[config.mk]
export PLATFORM = sky130hd
export DESIGN_NAME = bcs_sat
export DESIGN_NICKNAME = d
export VERILOG_FILES = /design/src/rtl/bcs_pkg.sv /design/src/rtl/bcs_sat.sv
export SDC_FILE = /design/constraint.sdc
export NUM_CORES = 2
export LEC_CHECK = 0
export ABC_AREA = 1
export ABC_CLOCK_PERIOD_IN_PS = 7410
export BUFFER_PORTS_ARGS = -buffer_cell sky130_fd_sc_hd__buf_4
export CAP_MARGIN = 0
export CORE_MARGIN = 2
export CORE_UTILIZATION = 66
export CTS_CLUSTER_SIZE = 12
export DETAILED_ROUTE_END_ITERATION = 8
export PLACE_DENSITY = 0.89
export SKIP_CTS_REPAIR_TIMING = 1
export SYNTH_ARGS = -nofsm -noshare
export SYNTH_HDL_FRONTEND = slang
export SYNTH_SLANG_ARGS = --single-unit
[constraint.sdc]
create_clock -name i_clk -period 7.41 [get_ports i_clk]
set_input_delay 0.3705 -clock i_clk [delete_from_list [all_inputs] [get_ports i_clk]]
set_output_delay 0.3705 -clock i_clk [all_outputs]
set_load 0.02 [all_outputs]
[src/rtl/bcs_pkg.sv]
// Shared types, widths and constants for the brightness / contrast /
// saturation pixel pipeline. No dependencies; imported by every rtl/bcs_* module.
package bcs_pkg;

    // Fixed-point formats
    localparam int FRAC_BITS  = 12;          // gain fraction bits, 1.0 = 2^FRAC_BITS
    localparam int LUMA_BITS  = 12;          // luma weight fraction bits
    localparam int MID_SHIFT  = 7;           // mid gray 128 = 2^MID_SHIFT

    // Field widths
    localparam int NCH        = 3;
    localparam int CH_W       = 8;
    localparam int BRIGHT_W   = 13;
    localparam int GAIN_W     = 14;
    localparam int CFG_IDX_W  = 2;
    localparam int CFG_DATA_W = 16;

    // Datapath widths
    localparam int CV_W       = CH_W + 1;                   // channel minus mid gray
    localparam int A_W        = CV_W + GAIN_W + 1;          // mapped channel
    localparam int WP_W       = A_W + LUMA_BITS;            // weighted channel
    localparam int LUMA_W     = WP_W + 2;                   // luma sum
    localparam int DIFF_W     = LUMA_W + 1;                 // channel minus luma
    localparam int LO_W       = 20;                         // low slice of diff
    localparam int HI_W       = DIFF_W - LO_W;              // high slice of diff
    localparam int PL_W       = GAIN_W + LO_W;              // unsigned partial product
    localparam int PH_W       = GAIN_W + 1 + HI_W;          // signed partial product
    localparam int V_W        = PH_W + LO_W + 2;            // final scaled value
    localparam int OUT_SHIFT  = 2 * FRAC_BITS + LUMA_BITS;  // floor divide exponent

    // Pipeline stage positions
    localparam int NSTAGE     = 7;
    localparam int ST_A       = 0;   // contrast and brightness
    localparam int ST_WP      = 1;   // weighted channels
    localparam int ST_LUMA    = 2;   // luma sum
    localparam int ST_DIFF    = 3;   // channel minus luma
    localparam int ST_PART    = 4;   // saturation partial products
    localparam int ST_SUM     = 5;   // final scaled value
    localparam int ST_OUT     = 6;   // clamped output

    // Luma weights, red / green / blue, over 2^LUMA_BITS
    localparam logic [LUMA_BITS-1:0] LUMA_WEIGHT [NCH] = '{12'd1225, 12'd2404, 12'd467};

    // Reset value of every gain: 1.0
    localparam logic [GAIN_W-1:0] GAIN_ONE = GAIN_W'(1 << FRAC_BITS);

    typedef enum logic [CFG_IDX_W-1:0] {
        REG_BRIGHTNESS = 2'd0,
        REG_CONTRAST   = 2'd1,
        REG_SATURATION = 2'd2
    } t_cfg_reg;

    typedef logic [NCH-1:0][CH_W-1:0] t_rgb;
    typedef logic signed [A_W-1:0]    t_chan_a;
    typedef logic signed [LUMA_W-1:0] t_luma;

    typedef struct packed {
        logic [BRIGHT_W-1:0] brightness;
        logic [GAIN_W-1:0]   contrast;
        logic [GAIN_W-1:0]   saturation;
    } t_cfg;

    typedef struct packed {
        logic [NSTAGE-1:0] load;   // stage k takes the value of stage k-1
    } t_pipe_ctl;

endpackage

[src/rtl/bcs_sat.sv]
// Back half: saturation about luma, split multiply, final sum, floor and clamp.
// Depends on bcs_pkg; stages ST_DIFF through ST_OUT.
module bcs_sat (
    input  logic               i_clk,
    input  bcs_pkg::t_pipe_ctl i_ctl,
    input  bcs_pkg::t_cfg      i_cfg,
    input  bcs_pkg::t_chan_a   i_a [bcs_pkg::NCH],
    input  bcs_pkg::t_luma     i_luma,
    output bcs_pkg::t_rgb      o_rgb
);
    import bcs_pkg::*;

    logic signed [DIFF_W-1:0] n_diff   [NCH];
    logic signed [DIFF_W-1:0] r_diff   [NCH];
    t_luma                    r_luma_d;
    logic [PL_W-1:0]          n_pl     [NCH];
    logic [PL_W-1:0]          r_pl     [NCH];
    logic signed [PH_W-1:0]   n_ph     [NCH];
    logic signed [PH_W-1:0]   r_ph     [NCH];
    t_luma                    r_luma_p;
    logic signed [V_W-1:0]    n_v      [NCH];
    logic signed [V_W-1:0]    r_v      [NCH];
    t_rgb                     n_out;
    t_rgb                     r_out;

    always_comb begin
        for (int ch = 0; ch < NCH; ch++) begin
            n_diff[ch] = (DIFF_W'(i_a[ch]) <<< LUMA_BITS) - DIFF_W'(i_luma);
            // saturation * diff as two partial products over the low and high slices
            n_pl[ch]   = PL_W'(i_cfg.saturation) * PL_W'(r_diff[ch][LO_W-1:0]);
            n_ph[ch]   = PH_W'($signed(r_diff[ch][DIFF_W-1:LO_W]))
                       * PH_W'($signed({1'b0, i_cfg.saturation}));
            n_v[ch]    = (V_W'(r_luma_p) <<< FRAC_BITS)
                       + (V_W'(r_ph[ch]) <<< LO_W)
                       + V_W'($signed({1'b0, r_pl[ch]}));
            // floor, then clamp to 0..255
            if (r_v[ch][V_W-1]) begin
                n_out[ch] = '0;
            end else if (|r_v[ch][V_W-2:OUT_SHIFT+CH_W]) begin
                n_out[ch] = '1;
            end else begin
                n_out[ch] = r_v[ch][OUT_SHIFT+CH_W-1:OUT_SHIFT];
            end
        end
    end

    always_ff @(posedge i_clk) begin
        if (i_ctl.load[ST_DIFF]) begin
            r_diff   <= n_diff;
            r_luma_d <= i_luma;
        end
        if (i_ctl.load[ST_PART]) begin
            r_pl     <= n_pl;
            r_ph     <= n_ph;
            r_luma_p <= r_luma_d;
        end
        if (i_ctl.load[ST_SUM]) begin
            r_v <= n_v;
        end
        if (i_ctl.load[ST_OUT]) begin
            r_out <= n_out;
        end
    end

    assign o_rgb = r_out;

endmodule

==> results.py <==
metrics = {
    "run_status": {
        "outcome": "completed",
    },
    "timing": {
        "fin_skew_ns": 0.0333,
        "hold_violations": 0,
        "fin_crit_sh_pct": 90.5,
        "hold-worst-slack_ns": 0.0429,
        "drv_slew": 0,
        "tightestPinTransition_ns": 1.38,
        "rsz0062_at_grt": "false",
        "period_minus_slack_ns": 6.71,
        "fmax_mhz": 149,
        "setup-tns-final_ns": 0,
        "finalSetupViolations": 0,
        "max_slew_margin_pct": 7.54,
    },
    "critical_path": {
        "cp.depth": 20,
        "r2r_slack_ns": 0.70,
        "crit_required_ns": 7.73,
        "max_stage_delay_ns": 0.79,
        "crit_type": "register to register",
        "crit_fanout": 10,
        "critPathTopFamily": "adder cells",
        "cp-start-kind": "register",
        "r2r_start": "r_diff[85]",
        "rr_worst_depth": 20,
        "path_common_cell": "nand2_1",
        "reg2reg_to": "r_pl[52]",
        "crit_chain": "buf_4 > nand2_1 > fa_1 > inv_1 > fa_1 > inv_1 > fa_1 > fa_1 > xnor2_1 > ha_1 > fa_1 > ha_1 > a21oi_1 > a21boi_0 > and2_1 > nand2_1 > nand2_1 > nand2_1 > nand2_1 > nand2_1",
        "worstPathArrival_ns": 7.03,
        "critPathCaptureType": "register",
        "critPathBufInv": 3,
        "crit_start": "r_diff[85]",
        "slowest_stage": "edfxtp_1",
        "cp-endpoint": "r_pl[52]",
    },
    "global_route": {
        "grt_overflow": 0,
        "track_usage_pct": 44.1,
        "antenna_found_initial": 31,
        "grt_pass1_wl_um": 417000,
        "grt_max_degree": 122,
        "first_global_vias": 74100,
    },
    "clock_network": {
        "clk-insertion-delay-late_ns": 0.69,
        "cts-buffers-inserted": 49,
        "cts_max_level": 2,
        "clock_path_buffers": 3,
        "clockRootBuffer": "clkbuf_16",
        "cts_tree": "done",
        "cts_sinks": 420,
        "clk_pin_slew_ns": 0.06,
    },
    "logic_synthesis": {
        "synth_cell_types": 43,
        "synth-seq-cells": 420,
        "ys_seq_area_share_pct": 15.5,
        "synthesis.nets": 12700,
        "yosysWarnings": 0,
        "synthCells": 10600,
        "avgSynthCellArea_sq_um": 7.69,
        "netlist_area_sq_mm": 0.0813,
    },
    "route": {
        "firstDrtPassIters": 8,
        "drc": 0,
        "drt-initial-drc-count": 8141,
        "via_per_inst": 5.88,
        "avgRoutedWirePerCell_um": 22.4,
        "wl_um": 275000,
        "ant_nets": 0,
        "vias": 72300,
    },
    "finish": {
        "ff_latch_area_sq_mm": 0.0126,
        "multi_input_area_sq_mm": 0.0579,
        "syn2layout_area_growth_pct": 5.82,
        "fill_cells": 9485,
        "layout-drive-gt1-share_pct": 3.06,
        "fin_nets": 12800,
    },
    "min_path": {
        "hold_class": "input pin to register",
    },
    "placement": {
        "place_congestion": 1.10,
        "portBuffers": 152,
        "hpwl_um": 229000,
    },
    "die": {
        "core_area_sq_mm": 0.122,
        "die_y_um": 355,
        "fp-row-count": 128,
        "pin_count": 183,
        "die_x_um": 355,
        "die_area_sq_mm": 0.126,
        "initial_utilization_pct": 66.6,
    },
    "run": {
        "max-cap-violations": 0,
    },
}
## layer usage
metal	up-vias	part of all wire, %	GRT usage (%)
met1	34300	35	54.4
li1	32000	-	-
met3	1212	15	16.4
met2	4799	42	66.4
met4	32	7.2	26.2
met5	-	0.085	0
## flip-flops by register name, indices dropped and copies added (netlist names)
name,flops
r_ph,102
r_diff,93
r_pl,66
r_v,60
r_luma_p,38
r_luma_d,37
o_rgb,24
## Yosys cell counts (all sizes together)
cell,n,area (sq um)
o21bai,64,484
a21oi,437,2190
o21a,18,135
inv,2658,9980
nand3b,10,75.1
a21boi,33,255
nor3,66,335
nand2b,1,6.26
and3,8,50.1
a22oi,3,22.5
a21o,33,248
xnor2,30,263
or2,10,62.6
o21ai,303,1570
nand2,2897,10900
xor2,166,1450
clkbuf,235,882
nor4,29,181
nor2,666,2570
o211ai,9,67.6
nand3,337,1710
ha,744,9310
fa,1252,25100
and2,11,68.8
edfxtp,420,12600
nand4,113,722
a31oi,19,119
## area by class of cell
type                    instances  area share (%)
diodes                         17          0.0494
clock buffers                  58            1.46
clock inverters                25           0.346
inverters                    2658            11.6
multi-input cells            7259            67.2
flip-flops and latches        420            14.7
well taps                    1625            2.36
repair buffers                234            2.31
## logic make-up after synthesis
family / Yosys count / synth area share (%)
AOI/OAI and AO/OA: 919 / 6.25
xor gates and xnor gates: 196 / 2.11
adders and majority gates: 1996 / 42.3
buffers and inverters: 2893 / 13.4
DFF: 420 / 15.5
and+or+nand+nor: 4148 / 20.5
## stage by stage
stage	area [sq um]	setup slack, ns	util, %	cells
after floorplan	81300	1.49	-	10600
after global placement	84200	0.941	69.0	12200
after detailed placement	84200	0.822	69.0	12200
after CTS	85800	0.813	70.3	12300
after global routing	86000	0.453	70.5	12300
final	86100	0.702	70.5	12300
## cell usage in the layout (no fill, tap or decap), types with 112 or more instances in the layout
master and count:
nand2_1 2889, inv_1 2653, fa_1 1252, ha_1 744
nor2_1 655, a21oi_1 437, edfxtp_1 420, nand3_1 333
o21ai_0 288, buf_4 193, xor2_1 166, nand4_1 112
## worst min path at each step
stage	start	to	slack [ns]	cells past startpoint
6_report	i_luma[13]	r_luma_d[13]	0.04	1
5_1_grt	i_luma[13]	r_luma_d[13]	0.02	1
4_1_cts	i_luma[11]	r_luma_d[11]	-0.13	1
3_5_place_dp	r_luma_d[9]	r_luma_p[9]	0.40	0
3_3_place_gp	r_luma_d[12]	r_luma_p[12]	0.40	0
2_1_floorplan	r_luma_d[10]	r_luma_p[10]	0.40	0
Power is not shown: default switching activity piles up to over one toggle a cycle in this logic, so the estimate is an artifact.
