## src/rtl/bcs_pkg.sv

```systemverilog
// Shared types, widths and constants for the brightness / contrast /
// saturation pixel pipeline. No dependencies; imported by every rtl/bcs_* module.
package bcs_pkg;

    // Fixed-point formats
    localparam int FRAC_BITS  = 12;          // gain fraction bits, 1.0 = 2^FRAC_BITS
    localparam int LUMA_BITS  = 12;          // luma weight fraction bits
    localparam int MID_SHIFT  = 7;           // mid gray 128 = 2^MID_SHIFT

    // Field widths
    localparam int NCH        = 3;
    localparam int CH_W       = 8;
    localparam int BRIGHT_W   = 13;
    localparam int GAIN_W     = 14;
    localparam int CFG_IDX_W  = 2;
    localparam int CFG_DATA_W = 16;

    // Datapath widths
    localparam int CV_W       = CH_W + 1;                   // channel minus mid gray
    localparam int A_W        = CV_W + GAIN_W + 1;          // mapped channel
    localparam int WP_W       = A_W + LUMA_BITS;            // weighted channel
    localparam int LUMA_W     = WP_W + 2;                   // luma sum
    localparam int DIFF_W     = LUMA_W + 1;                 // channel minus luma
    localparam int LO_W       = 20;                         // low slice of diff
    localparam int HI_W       = DIFF_W - LO_W;              // high slice of diff
    localparam int PL_W       = GAIN_W + LO_W;              // unsigned partial product
    localparam int PH_W       = GAIN_W + 1 + HI_W;          // signed partial product
    localparam int V_W        = PH_W + LO_W + 2;            // final scaled value
    localparam int OUT_SHIFT  = 2 * FRAC_BITS + LUMA_BITS;  // floor divide exponent

    // Pipeline stage positions
    localparam int NSTAGE     = 7;
    localparam int ST_A       = 0;   // contrast and brightness
    localparam int ST_WP      = 1;   // weighted channels
    localparam int ST_LUMA    = 2;   // luma sum
    localparam int ST_DIFF    = 3;   // channel minus luma
    localparam int ST_PART    = 4;   // saturation partial products
    localparam int ST_SUM     = 5;   // final scaled value
    localparam int ST_OUT     = 6;   // clamped output

    // Luma weights, red / green / blue, over 2^LUMA_BITS
    localparam logic [LUMA_BITS-1:0] LUMA_WEIGHT [NCH] = '{12'd1225, 12'd2404, 12'd467};

    // Reset value of every gain: 1.0
    localparam logic [GAIN_W-1:0] GAIN_ONE = GAIN_W'(1 << FRAC_BITS);

    typedef enum logic [CFG_IDX_W-1:0] {
        REG_BRIGHTNESS = 2'd0,
        REG_CONTRAST   = 2'd1,
        REG_SATURATION = 2'd2
    } t_cfg_reg;

    typedef logic [NCH-1:0][CH_W-1:0] t_rgb;
    typedef logic signed [A_W-1:0]    t_chan_a;
    typedef logic signed [LUMA_W-1:0] t_luma;

    typedef struct packed {
        logic [BRIGHT_W-1:0] brightness;
        logic [GAIN_W-1:0]   contrast;
        logic [GAIN_W-1:0]   saturation;
    } t_cfg;

    typedef struct packed {
        logic [NSTAGE-1:0] load;   // stage k takes the value of stage k-1
    } t_pipe_ctl;

endpackage

```

## src/rtl/bcs_luma.sv

```systemverilog
// Front half: contrast and brightness per channel, weighted channels, luma sum.
// Depends on bcs_pkg; stages ST_A through ST_LUMA.
module bcs_luma (
    input  logic               i_clk,
    input  bcs_pkg::t_pipe_ctl i_ctl,
    input  bcs_pkg::t_cfg      i_cfg,
    input  bcs_pkg::t_rgb      i_rgb,
    output bcs_pkg::t_chan_a   o_a [bcs_pkg::NCH],
    output bcs_pkg::t_luma     o_luma
);
    import bcs_pkg::*;

    logic signed [CV_W-1:0] cv     [NCH];
    t_chan_a                n_a    [NCH];
    t_chan_a                r_a    [NCH];
    logic signed [WP_W-1:0] n_wp   [NCH];
    logic signed [WP_W-1:0] r_wp   [NCH];
    t_chan_a                r_a_wp [NCH];
    t_chan_a                r_a_lu [NCH];
    t_luma                  n_luma;
    t_luma                  r_luma;

    always_comb begin
        for (int ch = 0; ch < NCH; ch++) begin
            cv[ch]   = $signed({1'b0, i_rgb[ch]}) - $signed(CV_W'(1 << MID_SHIFT));
            // (c - 128) * contrast + brightness * 128
            n_a[ch]  = A_W'(cv[ch]) * A_W'($signed({1'b0, i_cfg.contrast}))
                     + A_W'($signed({1'b0, i_cfg.brightness, MID_SHIFT'(0)}));
            n_wp[ch] = WP_W'(r_a[ch]) * WP_W'($signed({1'b0, LUMA_WEIGHT[ch]}));
        end
        n_luma = LUMA_W'(r_wp[0]) + LUMA_W'(r_wp[1]) + LUMA_W'(r_wp[2]);
    end

    always_ff @(posedge i_clk) begin
        if (i_ctl.load[ST_A]) begin
            r_a <= n_a;
        end
        if (i_ctl.load[ST_WP]) begin
            r_wp   <= n_wp;
            r_a_wp <= r_a;
        end
        if (i_ctl.load[ST_LUMA]) begin
            r_luma <= n_luma;
            r_a_lu <= r_a_wp;
        end
    end

    assign o_a    = r_a_lu;
    assign o_luma = r_luma;

endmodule

```

## config.mk

```make
export PLATFORM = sky130hd
export DESIGN_NAME = bcs_luma
export DESIGN_NICKNAME = d
export VERILOG_FILES = /design/src/rtl/bcs_pkg.sv /design/src/rtl/bcs_luma.sv
export SDC_FILE = /design/constraint.sdc
export NUM_CORES = 2
export LEC_CHECK = 0
export BUFFER_PORTS_ARGS = -buffer_cell sky130_fd_sc_hd__buf_2
export CORE_MARGIN = 2
export CORE_UTILIZATION = 35
export CTS_CLUSTER_SIZE = 16
export DETAILED_ROUTE_END_ITERATION = 8
export GPL_TIMING_DRIVEN = 0
export PLACE_DENSITY_LB_ADDON = 0.08
export SLEW_MARGIN = 25
export SYNTH_ARGS = -nofsm -noshare
export SYNTH_HDL_FRONTEND = slang
export SYNTH_SLANG_ARGS = --single-unit
```

## constraint.sdc

```tcl
create_clock -name i_clk -period 11.7 [get_ports i_clk]
set_input_delay 0.585 -clock i_clk [delete_from_list [all_inputs] [get_ports i_clk]]
set_output_delay 0.585 -clock i_clk [all_outputs]
set_load 0.01 [all_outputs]
```

==> impl_summary.md <==
Run status
The flow ran to the end, and the final reports show no timing, DRC or antenna violations.

Timing
Setup repair after global routing left no endpoint under its margin. Final hold analysis gives a worst-case slack of between 0.3 and 0.4 ns. The sum of negative setup slack is 0 ns. The hold violation total from the final report is 0. The number of pins with negative max-slew slack in the final report was 0.

Derived from the worst setup path, the maximum achievable clock frequency is 149 MHz. The worst path meets setup with a little under 5 ns of slack. Setup violations remaining at the end of the flow were counted as 0. Counting I/O delays and the setup requirement, the final critical path takes 6.73 ns.

At the pin with the least slew margin, the transition time is 0.873 ns. For the final database, setup skew stands at about 0.037 ns. In the finished design, the share of the clock period the worst path needs comes to between 50% and 60%.

The worst pin sits at a relative slew slack of 41.8%.

Die
Measured along the y axis, the die boundary spans 345 µm. The floorplan step defined a core boundary enclosing 0.115 mm². Row generation in the floorplan step produced 124 rows. For this configuration, the core starts out at a cell density of 35.4%. The floorplan step defined a die boundary enclosing 0.119 mm². In this run the count of I/O pins placed on the die edge is 183. The floorplan step set the die width to between 300 and 400 µm.

Synthesis
By area the synthesized netlist is led by sky130_fd_sc_hd__fa_1, sky130_fd_sc_hd__edfxtp_1, sky130_fd_sc_hd__ha_1, sky130_fd_sc_hd__inv_1, sky130_fd_sc_hd__nand2_1. The post-synthesis instance total is 3,772. Summing the sequential cell areas from Yosys gives between 20 and 30% of the chip area. The library cell with the largest summed area after synthesis is sky130_fd_sc_hd__fa_1. The xor/xnor share of the synthesized area is 3.65%.

After synthesis the netlist holds a flip-flop and latch count of roughly 350. The synthesized netlist devotes 7.48% of its cell area to compound gates. The average instance in the mapped netlist occupies 10.8 µm².

In this run, synthesis inferred roughly 350 flip-flops with an integrated enable. The mapped netlist covers ~0.041 mm². Yosys mapped the design onto 75 distinct sky130hd cell types. In the synthesized netlist, mux cells make up 0.207% of the area. The most used flip-flop cell after synthesis is sky130_fd_sc_hd__edfxtp_1. After Yosys synthesis, and, or, nand and nor cells account for under 10% of the synthesized area.

In the synthesized netlist the async set-or-reset flop fraction comes to 0%. The net count of the mapped netlist is 5,002. The dominant combinational cell family by area after synthesis is adder cells. The area share of the largest cell type after synthesis is 27.3%. The synthesized-area fraction occupied by adder cells is ~46%. The cell with the most instances after synthesis is sky130_fd_sc_hd__inv_1. By count the netlist is led by sky130_fd_sc_hd__inv_1, sky130_fd_sc_hd__ha_1, sky130_fd_sc_hd__fa_1, sky130_fd_sc_hd__edfxtp_1, sky130_fd_sc_hd__nand2_1.

The total number of yosys warnings is 0.

Routing
The routed layout has 26,054 vias. After detailed routing, the total wire length is 102 mm. Using the TritonRoute via totals, the vias-per-cell ratio works out to 4.72. Once detail routing completed, the nets flagged for antenna violations numbered 0. The detailed-route DRC error count is 0. In this run, the number of DRC markers left after iteration 0 of detailed routing was 1,214. In the final routed layout, each cell accounts on average for 18.5 µm. The pre-antenna-repair detailed-routing pass consisted of 5 iterations.

Worst setup path
The number of buffers and inverters on the critical path is 5. The critical path goes through clkbuf_1 -> clkbuf_1 -> nand2_1 -> fa_1 -> fa_1 -> inv_1 -> ha_1 -> inv_1 -> fa_1 -> inv_1 -> ha_1 -> ha_1 -> fa_1 -> a21o_1 -> a21oi_1 -> o21bai_1 -> a211oi_1 -> o31ai_1 -> o41ai_2 -> o2111ai_1 -> a21oi_1 -> xnor2_1. The slowest stage of the critical path belongs to the cell sky130_fd_sc_hd__clkbuf_1. The worst setup path is captured at a flop.

Among the stages of the critical path, the cell type that occurs most often is sky130_fd_sc_hd__fa_1. The worst setup path is of the primary input to flop kind. The worst endpoint data arrival time is 7.01 ns. In this design, the largest share of critical-path delay is due to adder cells. The longest individual stage delay on the worst path is 0.63 ns. The maximum fanout count along the critical path is 10. The required arrival time at the worst endpoint is approximately 12 ns.

STA classifies the critical path startpoint as a primary input.

Final layout
The layout-stage area growth over the synthesis result is 10.4%. The post-route netlist has roughly 6.8% of its cells at a drive strength greater than 1. After the flow finishes, the layout carries non-filler instances totaling roughly 5,500. The layout has 11,455 filler cells.

The number of nets in the finished design is 5,206.

Global routing
The via count of the first global-routing pass is 27,477. The overall overflow remaining after global route is 0. The wire length of the first global-routing pass is around 160 mm. The initial antenna violation count is 12. Entering global routing, the biggest net connects 83 pins.

The overall fraction of global-route tracks in use is approximately 18%.

Clock network
The number of buffers inserted by hold repair at cts is 0. The number of gates resized after CTS was 0. The H-tree was split into 2 levels. The TritonCTS clock tree is built. The clock edge transition at the registers on the reported setup and hold paths is 0.06 ns.

The CTS buffer count is 42. Clock tree synthesis selected as its root buffer the cell sky130_fd_sc_hd__clkbuf_16. The post-CTS setup-driven buffer insertion count is 0. The clock latency on the worst-skew pair is 0.59 ns. Counting along the longest clock path gives a buffer depth of 3. For this design, the sink count on the clock tree is roughly 350.

Placed design
The number of cells in the design after placement is 5,443. At the end of routability-driven placement, the weighted congestion stood at between 0.8 and 0.9. The minimum setup slack after placement is 4.39 ns. The number of port buffers is 155.

The HPWL reported at the end of detailed placement is 86.2 mm.

Min path
The type of the tightest min-delay check is primary input to flop.

Run
Across the run, the number of max-cap violations was 0.
-- layout make-up --
type	count	area (µm²)	area share, %
antenna	3	7.51	0.0167
buffer	77	289	0.645
clock buffer	47	1090	2.43
clock inverter	29	315	0.703
inverter	868	3260	7.27
multi-input combinational	2476	26500	59.1
sequential	351	10500	23.5
tap	1512	1890	4.22
timing repair buffer	160	923	2.06
-- flip-flops by register name, summed over array words and instances (netlist names) --
register	flops
r_a_wp	68
r_wp	101
o_a	72
o_luma	38
r_a	72
-- kinds of logic (layout without fill, tap and decap cells) --
family,count (synthesis),count (layout)
xor+xnor,169,169
fa+ha+maj,1157,1157
buf+inv,945,1181
other cells,0,3
flops,351,351
mux,8,8
compound gates,453,453
simple gates,689,689
-- through the flow --
step / util [%] / instance area, µm²
4_1_cts: 39.1 / 44800
3_3_place_gp: 37.7 / 43300
5_1_grt: 39.1 / 44800
3_5_place_dp: 37.8 / 43400
6_report: 39.1 / 44800
2_1_floorplan: - / 40600
-- cell usage in the layout (no fill, tap or decap), drive strengths merged, types with 6 or more instances in the layout --
master	netlist	final
ha	603	603
fa	554	554
nand4	16	16
a21oi	136	136
a31oi	16	16
nand2	278	278
nor3	32	32
inv	868	879
nand3	31	31
buf	4	164
or2	16	16
o21bai	35	35
clkinv	0	9
o21a	19	19
a21o	76	76
a211oi	16	16
o211ai	8	8
nor2b	44	44
clkbuf	73	120
edfxtp	351	351
xor2	56	56
a2111oi	7	7
a211o	6	6
and3	9	9
or3	6	6
o31ai	11	11
xnor2	113	113
nor2	122	122
nand2b	14	14
and2	100	100
o21ai	77	77
-- worst paths after layout --
kind                end  slack [ns]  depth (start not counted)        from
max             r_a[23]        4.97                         22   i_cfg[18]
min          r_a_wp[42]        0.36                          1    i_ctl[1]
min reg2reg     o_a[36]        0.41                          0  r_a_wp[36]
max reg2reg    r_wp[33]        5.93                         18     r_a[12]
-- worst reg2reg max path: cells and delay by family, from the launching register on --
family	cells	cell delay, ns
buf+inv	3	0.29
flops	1	0.58
fa+ha+maj	6	2.58
compound gates	7	1.70
simple gates	2	0.35
-- metal layers --
metal | vias to the layer above | GRT usage (%) | wire length, µm
met4 | 6 | 3.74 | 2050
met2 | 361 | 31.5 | 51300
met3 | 91 | 2.00 | 3310
met5 | - | 0 | 45
met1 | 13019 | 23.4 | 45600
li1 | 12577 | - | -
Power is left out: the tool's default activity adds up to more than one toggle a clock period on the data nets, which glitch-free logic cannot reach.
