<file path="config.mk">
export PLATFORM = sky130hd
export DESIGN_NAME = bcs_cfg
export DESIGN_NICKNAME = d
export VERILOG_FILES = /design/src/rtl/bcs_pkg.sv /design/src/rtl/bcs_cfg.sv
export SDC_FILE = /design/constraint.sdc
export NUM_CORES = 1
export LEC_CHECK = 0
export BUFFER_PORTS_ARGS = -buffer_cell sky130_fd_sc_hd__buf_2
export CAP_MARGIN = 15
export CORE_MARGIN = 8
export CORE_UTILIZATION = 35
export DETAILED_ROUTE_END_ITERATION = 8
export GPL_ROUTABILITY_DRIVEN = 0
export SYNTH_ARGS = -nofsm -noshare
export SYNTH_HDL_FRONTEND = slang
export SYNTH_SLANG_ARGS = --single-unit
export TNS_END_PERCENT = 5
</file>
<file path="constraint.sdc">
create_clock -name i_clk -period 1.4 [get_ports i_clk]
set_clock_uncertainty 0.1 [all_clocks]
set_input_delay 0.28 -clock i_clk [delete_from_list [all_inputs] [get_ports i_clk]]
set_output_delay 0.28 -clock i_clk [all_outputs]
set_load 0.02 [all_outputs]
</file>
<file path="src/rtl/bcs_pkg.sv">
// Shared types, widths and constants for the brightness / contrast /
// saturation pixel pipeline. No dependencies; imported by every rtl/bcs_* module.
package bcs_pkg;

    // Fixed-point formats
    localparam int FRAC_BITS  = 12;          // gain fraction bits, 1.0 = 2^FRAC_BITS
    localparam int LUMA_BITS  = 12;          // luma weight fraction bits
    localparam int MID_SHIFT  = 7;           // mid gray 128 = 2^MID_SHIFT

    // Field widths
    localparam int NCH        = 3;
    localparam int CH_W       = 8;
    localparam int BRIGHT_W   = 13;
    localparam int GAIN_W     = 14;
    localparam int CFG_IDX_W  = 2;
    localparam int CFG_DATA_W = 16;

    // Datapath widths
    localparam int CV_W       = CH_W + 1;                   // channel minus mid gray
    localparam int A_W        = CV_W + GAIN_W + 1;          // mapped channel
    localparam int WP_W       = A_W + LUMA_BITS;            // weighted channel
    localparam int LUMA_W     = WP_W + 2;                   // luma sum
    localparam int DIFF_W     = LUMA_W + 1;                 // channel minus luma
    localparam int LO_W       = 20;                         // low slice of diff
    localparam int HI_W       = DIFF_W - LO_W;              // high slice of diff
    localparam int PL_W       = GAIN_W + LO_W;              // unsigned partial product
    localparam int PH_W       = GAIN_W + 1 + HI_W;          // signed partial product
    localparam int V_W        = PH_W + LO_W + 2;            // final scaled value
    localparam int OUT_SHIFT  = 2 * FRAC_BITS + LUMA_BITS;  // floor divide exponent

    // Pipeline stage positions
    localparam int NSTAGE     = 7;
    localparam int ST_A       = 0;   // contrast and brightness
    localparam int ST_WP      = 1;   // weighted channels
    localparam int ST_LUMA    = 2;   // luma sum
    localparam int ST_DIFF    = 3;   // channel minus luma
    localparam int ST_PART    = 4;   // saturation partial products
    localparam int ST_SUM     = 5;   // final scaled value
    localparam int ST_OUT     = 6;   // clamped output

    // Luma weights, red / green / blue, over 2^LUMA_BITS
    localparam logic [LUMA_BITS-1:0] LUMA_WEIGHT [NCH] = '{12'd1225, 12'd2404, 12'd467};

    // Reset value of every gain: 1.0
    localparam logic [GAIN_W-1:0] GAIN_ONE = GAIN_W'(1 << FRAC_BITS);

    typedef enum logic [CFG_IDX_W-1:0] {
        REG_BRIGHTNESS = 2'd0,
        REG_CONTRAST   = 2'd1,
        REG_SATURATION = 2'd2
    } t_cfg_reg;

    typedef logic [NCH-1:0][CH_W-1:0] t_rgb;
    typedef logic signed [A_W-1:0]    t_chan_a;
    typedef logic signed [LUMA_W-1:0] t_luma;

    typedef struct packed {
        logic [BRIGHT_W-1:0] brightness;
        logic [GAIN_W-1:0]   contrast;
        logic [GAIN_W-1:0]   saturation;
    } t_cfg;

    typedef struct packed {
        logic [NSTAGE-1:0] load;   // stage k takes the value of stage k-1
    } t_pipe_ctl;

endpackage

</file>
<file path="src/rtl/bcs_cfg.sv">
// Gain register file written through the configuration request channel.
// Depends on bcs_pkg.
module bcs_cfg (
    input  logic                             i_clk,
    input  logic                             i_rst_n,
    input  logic                             i_cfg_valid,
    output logic                             o_cfg_ready,
    input  logic [bcs_pkg::CFG_IDX_W-1:0]    i_cfg_index,
    input  logic [bcs_pkg::CFG_DATA_W-1:0]   i_cfg_data,
    output bcs_pkg::t_cfg                    o_cfg
);
    import bcs_pkg::*;

    t_cfg r_cfg;

    assign o_cfg_ready = 1'b1;
    assign o_cfg       = r_cfg;

    always_ff @(posedge i_clk) begin
        if (!i_rst_n) begin
            r_cfg.brightness <= BRIGHT_W'(GAIN_ONE);
            r_cfg.contrast   <= GAIN_ONE;
            r_cfg.saturation <= GAIN_ONE;
        end else if (i_cfg_valid && o_cfg_ready) begin
            unique case (t_cfg_reg'(i_cfg_index))
                REG_BRIGHTNESS: r_cfg.brightness <= i_cfg_data[BRIGHT_W-1:0];
                REG_CONTRAST:   r_cfg.contrast   <= i_cfg_data[GAIN_W-1:0];
                REG_SATURATION: r_cfg.saturation <= i_cfg_data[GAIN_W-1:0];
                default: ;  // drop writes to unused indexes
            endcase
        end
    end

endmodule

</file>
==> flow_results.xml, run 1 <==
<?xml version="1.0" encoding="UTF-8"?>
<metrics>
  <group name="critical_path">
    <metric name="worst-path-buf-inv" unit="">1</metric>
    <metric name="cp-end-kind" unit="">output port</metric>
    <metric name="timing.critical_path.slowest_cell_delay" unit="ns">0.34</metric>
    <metric name="reg2reg_from" unit="">o_cfg[40]$_SDFFE_PN1P_</metric>
    <metric name="critical_path_required" unit="ns">1.02</metric>
    <metric name="startpoint_of_the_worst_setup_timing_path" unit="">o_cfg[25]$_SDFFE_PN0P_</metric>
    <metric name="cp_cell_sequence" unit="">buf_2</metric>
    <metric name="maximum_fanout_along_the_worst_path" unit="">2</metric>
    <metric name="worst-endpoint-arrival" unit="ns">0.80</metric>
    <metric name="cpLargestDelayFamily" unit="">flip-flops</metric>
    <metric name="timing_worst_setup_path_type" unit="">flop to output port</metric>
    <metric name="timing.reg2reg.worst_path_depth" unit="">2</metric>
    <metric name="crit-reg2reg-capture" unit="">o_cfg[40]$_SDFFE_PN1P_</metric>
    <metric name="cp_num_cells" unit="">1</metric>
    <metric name="rrSetupSlack" unit="ns">0.68</metric>
    <metric name="timing.critical_path.slowest_stage_cell" unit="">dfxtp_1</metric>
    <metric name="setup.worst_path.start_class" unit="">flop</metric>
    <metric name="worst_setup_path_endpoint" unit="">o_cfg[25]</metric>
  </group>
  <group name="clock_network">
    <metric name="tritoncts" unit="">done</metric>
    <metric name="clkSinkCount" unit="">41</metric>
    <metric name="worstSkewPairLatency" unit="ns">0.28</metric>
    <metric name="cts_made_buffers" unit="">5</metric>
    <metric name="resized_after_cts" unit="">0</metric>
    <metric name="cts-root-buf" unit="">clkbuf_8</metric>
    <metric name="worst_setup_hold_path_clk_slew" unit="ns">0.07</metric>
    <metric name="cts_post_setup_buffers_inserted" unit="">0</metric>
    <metric name="cts.htree.levels" unit="">2</metric>
    <metric name="holdBufCountCts" unit="">0</metric>
    <metric name="clk_path_buf_depth" unit="">2</metric>
  </group>
  <group name="logic_synthesis">
    <metric name="synth.yosys.seq_area_share" unit="%">52.6</metric>
    <metric name="dominant_cell_type_by_area_after_synthesis" unit="">dfxtp_1</metric>
    <metric name="synth_cells" unit="">153</metric>
    <metric name="avgSynthCellArea" unit="µm²">10.2</metric>
    <metric name="synth_largest_type_area_fraction" unit="%">52.6</metric>
    <metric name="post_synth_main_area_contributors" unit="">dfxtp_1 (53%), mux2i_1 (26%), nand2_1 (12%)</metric>
    <metric name="synth_cell_types" unit="">14</metric>
    <metric name="synth-seq-cells" unit="">41</metric>
    <metric name="post_synth_instance_area" unit="mm²">0.00156</metric>
    <metric name="synth_fp_nets" unit="">174</metric>
    <metric name="yosys_warnings" unit="">0</metric>
  </group>
  <group name="die">
    <metric name="floorplan.die.height" unit="µm">82.8</metric>
    <metric name="chipWidth" unit="µm">82.8</metric>
    <metric name="area_of_the_die" unit="mm²">0.00686</metric>
    <metric name="rows" unit="">24</metric>
    <metric name="initial_core_util" unit="%">36.1</metric>
    <metric name="core-area" unit="mm²">0.00432</metric>
    <metric name="design.portCount" unit="">63</metric>
  </group>
  <group name="global_routing">
    <metric name="overflow" unit="">0</metric>
    <metric name="number_of_antenna_violations_at_the_first_check_in_global_routing" unit="">0</metric>
    <metric name="grtUsageMet3" unit="%">5.28</metric>
    <metric name="grt_util_all_layers" unit="%">11.3</metric>
    <metric name="maximum_number_of_pins_on_one_net_before_global_route_repair" unit="">30</metric>
    <metric name="grt_util_met1" unit="%">14.9</metric>
    <metric name="top_usage_layer" unit="">met2</metric>
    <metric name="vias_in_the_first_global_route" unit="">1257</metric>
    <metric name="met2_usage" unit="%">15.7</metric>
    <metric name="grt_pass1_wl" unit="mm">5.97</metric>
  </group>
  <group name="finish">
    <metric name="final_util" unit="%">47.5</metric>
    <metric name="syn2layout_area_growth" unit="%">31.6</metric>
    <metric name="finalNonFillerCells" unit="">273</metric>
    <metric name="antenna-diode-count" unit="">0</metric>
    <metric name="area.sequential" unit="µm²">821</metric>
    <metric name="area_of_the_multi_input_gates" unit="µm²">686</metric>
    <metric name="max_reg_flops" unit="">41</metric>
    <metric name="final_instance_area" unit="mm²">0.00205</metric>
    <metric name="final_nets" unit="">241</metric>
    <metric name="fill_cells" unit="">447</metric>
    <metric name="final_cell_mix" unit="">buf_2 (59), nand2_1 (51), mux2i_1 (41), dfxtp_1 (41), buf_4 (9)</metric>
    <metric name="final_layout_size_suffix_gt1_share" unit="%">34.8</metric>
    <metric name="final_common_cell" unit="">buf_2</metric>
  </group>
  <group name="timing">
    <metric name="fin_setup_tns" unit="ns">0</metric>
    <metric name="final.period_utilization" unit="%">84.4</metric>
    <metric name="postLayoutSetupSlackWorst" unit="ns">0.219</metric>
    <metric name="finalMaxSlewViolations" unit="">0</metric>
    <metric name="period_needed" unit="ns">1.18</metric>
    <metric name="fmaxAchievable" unit="GHz">0.847</metric>
    <metric name="setup-violations-final" unit="">0</metric>
    <metric name="grt_setup_unrepaired" unit="">no</metric>
    <metric name="timing_hold_violations_final" unit="">0</metric>
  </group>
  <group name="detailed_routing">
    <metric name="initial_drc_count" unit="">73</metric>
    <metric name="drt_drc_violations_left" unit="">0</metric>
    <metric name="via_count" unit="">1213</metric>
    <metric name="via_per_inst" unit="">4.44</metric>
    <metric name="drt-wirelength-per-cell" unit="µm">13.6</metric>
    <metric name="route.final.wire_length" unit="mm">3.70</metric>
    <metric name="first_pass_iters" unit="">4</metric>
    <metric name="antenna_violating_nets_post_route" unit="">0</metric>
  </group>
  <group name="flow_run">
    <metric name="drv.max_cap_violation_count" unit="">0</metric>
  </group>
  <group name="status">
    <metric name="outcome" unit="">complete, no violations</metric>
  </group>
  <group name="placement">
    <metric name="postPlaceCellArea" unit="mm²">0.00197</metric>
    <metric name="buffer_ports.inserted" unit="">59</metric>
    <metric name="place_ws" unit="ns">-0.0204</metric>
    <metric name="dp_hpwl" unit="mm">2.78</metric>
    <metric name="dp.cells" unit="">265</metric>
  </group>
  <group name="power_and_ir_drop">
    <metric name="cellPowerDensity" unit="mW/mm²">1080</metric>
    <metric name="power.ir.vdd_worst" unit="mV">0.517</metric>
    <metric name="power.leakage" unit="nW">1.09</metric>
  </group>
  <group name="hold_path">
    <metric name="worstHoldPathType" unit="">input port to flop</metric>
  </group>
</metrics>
cells in the mapped netlist:
cell type	n
and3b_1	1
buf_2	2
buf_4	2
buf_6	1
clkbuf_1	5
conb_1	1
dfxtp_1	41
mux2i_1	41
nand2_1	51
nand3b_1	1
nand3b_2	1
nor2b_1	4
nor3b_4	1
or3b_1	1
worst min path at each step:
stage,from,endpoint,depth (start not counted)
final,i_cfg_data[12],o_cfg[12]$_SDFFE_PN1P_,3
after global routing,i_cfg_data[13],o_cfg[27]$_SDFFE_PN0P_,3
after CTS,i_cfg_data[13],o_cfg[13]$_SDFFE_PN0P_,3
after detailed placement,o_cfg[31]$_SDFFE_PN0P_,o_cfg[31]$_SDFFE_PN0P_,2
after global placement,o_cfg[2]$_SDFFE_PN0P_,o_cfg[2]$_SDFFE_PN0P_,2
after floorplan,i_cfg_data[13],o_cfg[13]$_SDFFE_PN0P_,2
stage by stage:
step                      total power [mW]  hold slack, ns
after floorplan                       1.42           0.342
after global placement                1.53           0.342
after detailed placement              1.54           0.343
after CTS                             2.26           0.160
after global routing                  2.34           0.187
final                                 2.23           0.172
routing by layer:
metal	up-vias	part of all wire, %
met4	0	1.1
met2	52	38
met1	528	48
li1	628	-
met3	5	12
met5	-	0
cells by family (layout without fill, tap and decap cells):
group	count (synthesis)	in the layout	share of synthesized area, %
AND/OR/NAND/NOR	60	60	17.4
flip-flops	41	41	52.6
multiplexers	41	41	26.3
buffers and inverters	10	78	3.53
other	1	1	0.240
layout make-up:
class / count / share of cell area, %
clock buffer: 8 / 3.90
multi-input combinational: 102 / 33.4
sequential: 41 / 40.0
tap: 52 / 3.17
timing repair buffer: 70 / 19.6
power by group:
group,switching [mW],internal (mW),leakage (nW),total (mW)
clock network,0.369,0.354,0.0395,0.723
logic,0.163,0.115,0.717,0.278
registers,0.0195,1.21,0.333,1.23
total,0.551,1.68,1.09,2.23
Power figures use the tool's default switching activity.
==> run 2, diff against run 1 <==
ABC_AREA = 1   (was default)
clock period = 1.1 ns   (was 1.4 ns; I/O delays follow)
==> run 2 against run 1 <==
Via count up 37%. Die area increased by 9.1%. Sequential cell count stayed put. Total power is 42% higher. Register-to-register slack lost 0.40 ns. Critical path depth did not move. Critical endpoint is now o_cfg[2]. Largest power group unchanged.
==> flow_results.xml, run 2 <==
<?xml version="1.0" encoding="UTF-8"?>
<metrics>
  <group name="detailed_routing">
    <metric name="via_count" unit="">1665</metric>
    <metric name="first_pass_iters" unit="">4</metric>
    <metric name="drt_drc_violations_left" unit="">0</metric>
    <metric name="route.final.wire_length" unit="mm">4.47</metric>
    <metric name="via_per_inst" unit="">4.28</metric>
    <metric name="initial_drc_count" unit="">43</metric>
    <metric name="drt-wirelength-per-cell" unit="µm">11.5</metric>
    <metric name="antenna_violating_nets_post_route" unit="">0</metric>
  </group>
  <group name="clock_network">
    <metric name="cts.htree.levels" unit="">2</metric>
    <metric name="worstSkewPairLatency" unit="ns">0.28</metric>
    <metric name="tritoncts" unit="">done</metric>
    <metric name="cts_made_buffers" unit="">5</metric>
    <metric name="clk_path_buf_depth" unit="">2</metric>
    <metric name="cts-root-buf" unit="">clkbuf_8</metric>
    <metric name="clkSinkCount" unit="">41</metric>
    <metric name="worst_setup_hold_path_clk_slew" unit="ns">0.07</metric>
  </group>
  <group name="logic_synthesis">
    <metric name="dominant_cell_type_by_area_after_synthesis" unit="">dfxtp_1</metric>
    <metric name="synth_largest_type_area_fraction" unit="%">47.2</metric>
    <metric name="synth_cell_types" unit="">14</metric>
    <metric name="avgSynthCellArea" unit="µm²">6.63</metric>
    <metric name="synth_fp_nets" unit="">283</metric>
    <metric name="async_flop_share" unit="%">0</metric>
    <metric name="most_used_dff_post_synth" unit="">dfxtp_1</metric>
    <metric name="synth-edff-count" unit="">0</metric>
    <metric name="yosys_warnings" unit="">0</metric>
    <metric name="yosys.cell_count.top_type" unit="">nand2_1</metric>
    <metric name="synth-seq-cells" unit="">41</metric>
    <metric name="synth_cells" unit="">262</metric>
    <metric name="post_synth_main_area_contributors" unit="">dfxtp_1 (47%), nand2_1 (15%), nor2_1 (14%)</metric>
    <metric name="post_synth_instance_area" unit="mm²">0.00174</metric>
    <metric name="post_synth_most_frequent_cells" unit="">nand2_1 (68), nor2_1 (64), dfxtp_1 (41)</metric>
    <metric name="synth.yosys.seq_area_share" unit="%">47.2</metric>
  </group>
  <group name="die">
    <metric name="design.portCount" unit="">63</metric>
    <metric name="core-area" unit="mm²">0.00475</metric>
    <metric name="chipWidth" unit="µm">86.5</metric>
    <metric name="initial_core_util" unit="%">36.6</metric>
    <metric name="floorplan.die.height" unit="µm">86.5</metric>
    <metric name="area_of_the_die" unit="mm²">0.00748</metric>
    <metric name="rows" unit="">25</metric>
  </group>
  <group name="finish">
    <metric name="max_reg_flops" unit="">41</metric>
    <metric name="syn2layout_area_growth" unit="%">44.3</metric>
    <metric name="final_nets" unit="">342</metric>
    <metric name="final_layout_size_suffix_gt1_share" unit="%">36.0</metric>
    <metric name="final_util" unit="%">52.7</metric>
    <metric name="antenna-diode-count" unit="">0</metric>
    <metric name="finalNonFillerCells" unit="">389</metric>
    <metric name="area_of_the_multi_input_gates" unit="µm²">678</metric>
    <metric name="fill_cells" unit="">500</metric>
    <metric name="final_cell_mix" unit="">nand2_1 (68), nor2_1 (64), dfxtp_2 (41)</metric>
    <metric name="final_instance_area" unit="mm²">0.00251</metric>
    <metric name="area.sequential" unit="µm²">872</metric>
    <metric name="final_common_cell" unit="">nand2_1</metric>
  </group>
  <group name="placement">
    <metric name="dp.cells" unit="">380</metric>
    <metric name="dp_hpwl" unit="mm">3.08</metric>
    <metric name="buffer_ports.inserted" unit="">59</metric>
    <metric name="postPlaceCellArea" unit="mm²">0.00213</metric>
    <metric name="place_ws" unit="ns">0.00943</metric>
  </group>
  <group name="critical_path">
    <metric name="cp_cell_sequence" unit="">buf_4</metric>
    <metric name="timing.critical_path.slowest_stage_cell" unit="">dfxtp_2</metric>
    <metric name="timing.critical_path.slowest_cell_delay" unit="ns">0.32</metric>
    <metric name="cp-end-kind" unit="">output port</metric>
    <metric name="worst-path-buf-inv" unit="">1</metric>
    <metric name="cpLargestDelayFamily" unit="">flip-flops</metric>
    <metric name="critical_path_required" unit="ns">0.78</metric>
    <metric name="timing_worst_setup_path_type" unit="">flop to output port</metric>
    <metric name="maximum_fanout_along_the_worst_path" unit="">2</metric>
    <metric name="setup.worst_path.start_class" unit="">flop</metric>
    <metric name="worst-endpoint-arrival" unit="ns">0.75</metric>
  </group>
  <group name="flow_run">
    <metric name="drv.max_cap_violation_count" unit="">0</metric>
  </group>
  <group name="power_and_ir_drop">
    <metric name="power.leakage" unit="nW">1.33</metric>
    <metric name="power.ir.vdd_worst" unit="mV">0.683</metric>
    <metric name="swShare" unit="%">27.4</metric>
    <metric name="total_switching_power" unit="mW">0.865</metric>
    <metric name="power_frac_comb" unit="%">18.9</metric>
    <metric name="pwr-share-seq" unit="%">51.5</metric>
    <metric name="cellPowerDensity" unit="mW/mm²">1260</metric>
    <metric name="power.share.clock" unit="%">29.6</metric>
    <metric name="p_int" unit="mW">2.30</metric>
  </group>
  <group name="global_routing">
    <metric name="vias_in_the_first_global_route" unit="">1583</metric>
    <metric name="grt_util_all_layers" unit="%">11.8</metric>
    <metric name="grt_pass1_wl" unit="mm">7.15</metric>
    <metric name="number_of_antenna_violations_at_the_first_check_in_global_routing" unit="">0</metric>
    <metric name="maximum_number_of_pins_on_one_net_before_global_route_repair" unit="">42</metric>
    <metric name="overflow" unit="">0</metric>
  </group>
  <group name="hold_path">
    <metric name="worstHoldPathType" unit="">input port to flop</metric>
  </group>
  <group name="timing">
    <metric name="setup-violations-final" unit="">0</metric>
    <metric name="grt_setup_unrepaired" unit="">yes</metric>
    <metric name="finalMaxSlewViolations" unit="">0</metric>
    <metric name="fmaxAchievable" unit="GHz">0.932</metric>
    <metric name="postLayoutSetupSlackWorst" unit="ns">0.0267</metric>
    <metric name="final.period_utilization" unit="%">97.6</metric>
    <metric name="worst_hold_slack" unit="ns">0.0785</metric>
    <metric name="period_needed" unit="ns">1.07</metric>
    <metric name="timing_hold_violations_final" unit="">0</metric>
  </group>
  <group name="status">
    <metric name="outcome" unit="">complete, no violations</metric>
  </group>
</metrics>
[run 2: final timing paths]
kind,cells past startpoint,start,endpoint,slack (ns)
worst min-delay path,3,i_cfg_data[13],o_cfg[27]$_SDFFE_PN0P_,0.08
worst max-delay path,1,o_cfg[2]$_SDFFE_PN0P_,o_cfg[2],0.03
worst max register to register,5,o_cfg[27]$_SDFFE_PN0P_,o_cfg[27]$_SDFFE_PN0P_,0.28
worst min register to register,2,o_cfg[40]$_SDFFE_PN1P_,o_cfg[40]$_SDFFE_PN1P_,0.36
[run 2: final cells by class]
| class | count | share of cell area, % |
|---|---|---|
| timing repair buffer | 67 | 25.6 |
| inverter | 40 | 5.99 |
| sequential | 41 | 34.8 |
| clock buffer | 8 | 3.19 |
| multi-input combinational | 166 | 27.0 |
| tap | 67 | 3.34 |
[run 2: logic make-up (layout without fill, tap and decap cells)]
family,Yosys count,after routing,share of synthesized area [%]
other,1,1,0.216
flip-flops,41,41,47.2
AO/OA/AOI/OAI,12,12,3.46
buffers and inverters,55,115,13.8
AND/OR/NAND/NOR,153,153,35.3
[run 2: per-stage QoR]
step	total power, mW	TNS (ns)
after floorplan	1.95	0
after global placement	2.14	0
after detailed placement	2.15	0
after CTS	3.16	0
after global routing	3.35	-0.0228
final	3.16	0
[run 2: layer usage]
metal	up-vias	share of wire (%)	global-route usage, %
met3	5	9.3	5.48
met5	-	0	0
met1	730	42	12.8
met2	43	47	19.9
li1	887	-	-
met4	0	0.89	3.76
[run 2: power by group through the flow]
stage                     Sequential (mW)  Combinational [mW]  Clock, mW
final                                1.63               0.597      0.936
after detailed placement             1.63               0.517          0
after global placement               1.63               0.512          0
after global routing                 1.64               0.662       1.05
after CTS                            1.61               0.564      0.989
after floorplan                      1.73               0.224          0
[run 2: what timing repair did]
item / in CTS / in global routing
hold buffers: 0 / 0
resized for setup: 56 / 62
buffers inserted: 0 / 1
setup endpoints to repair: 40 / 40
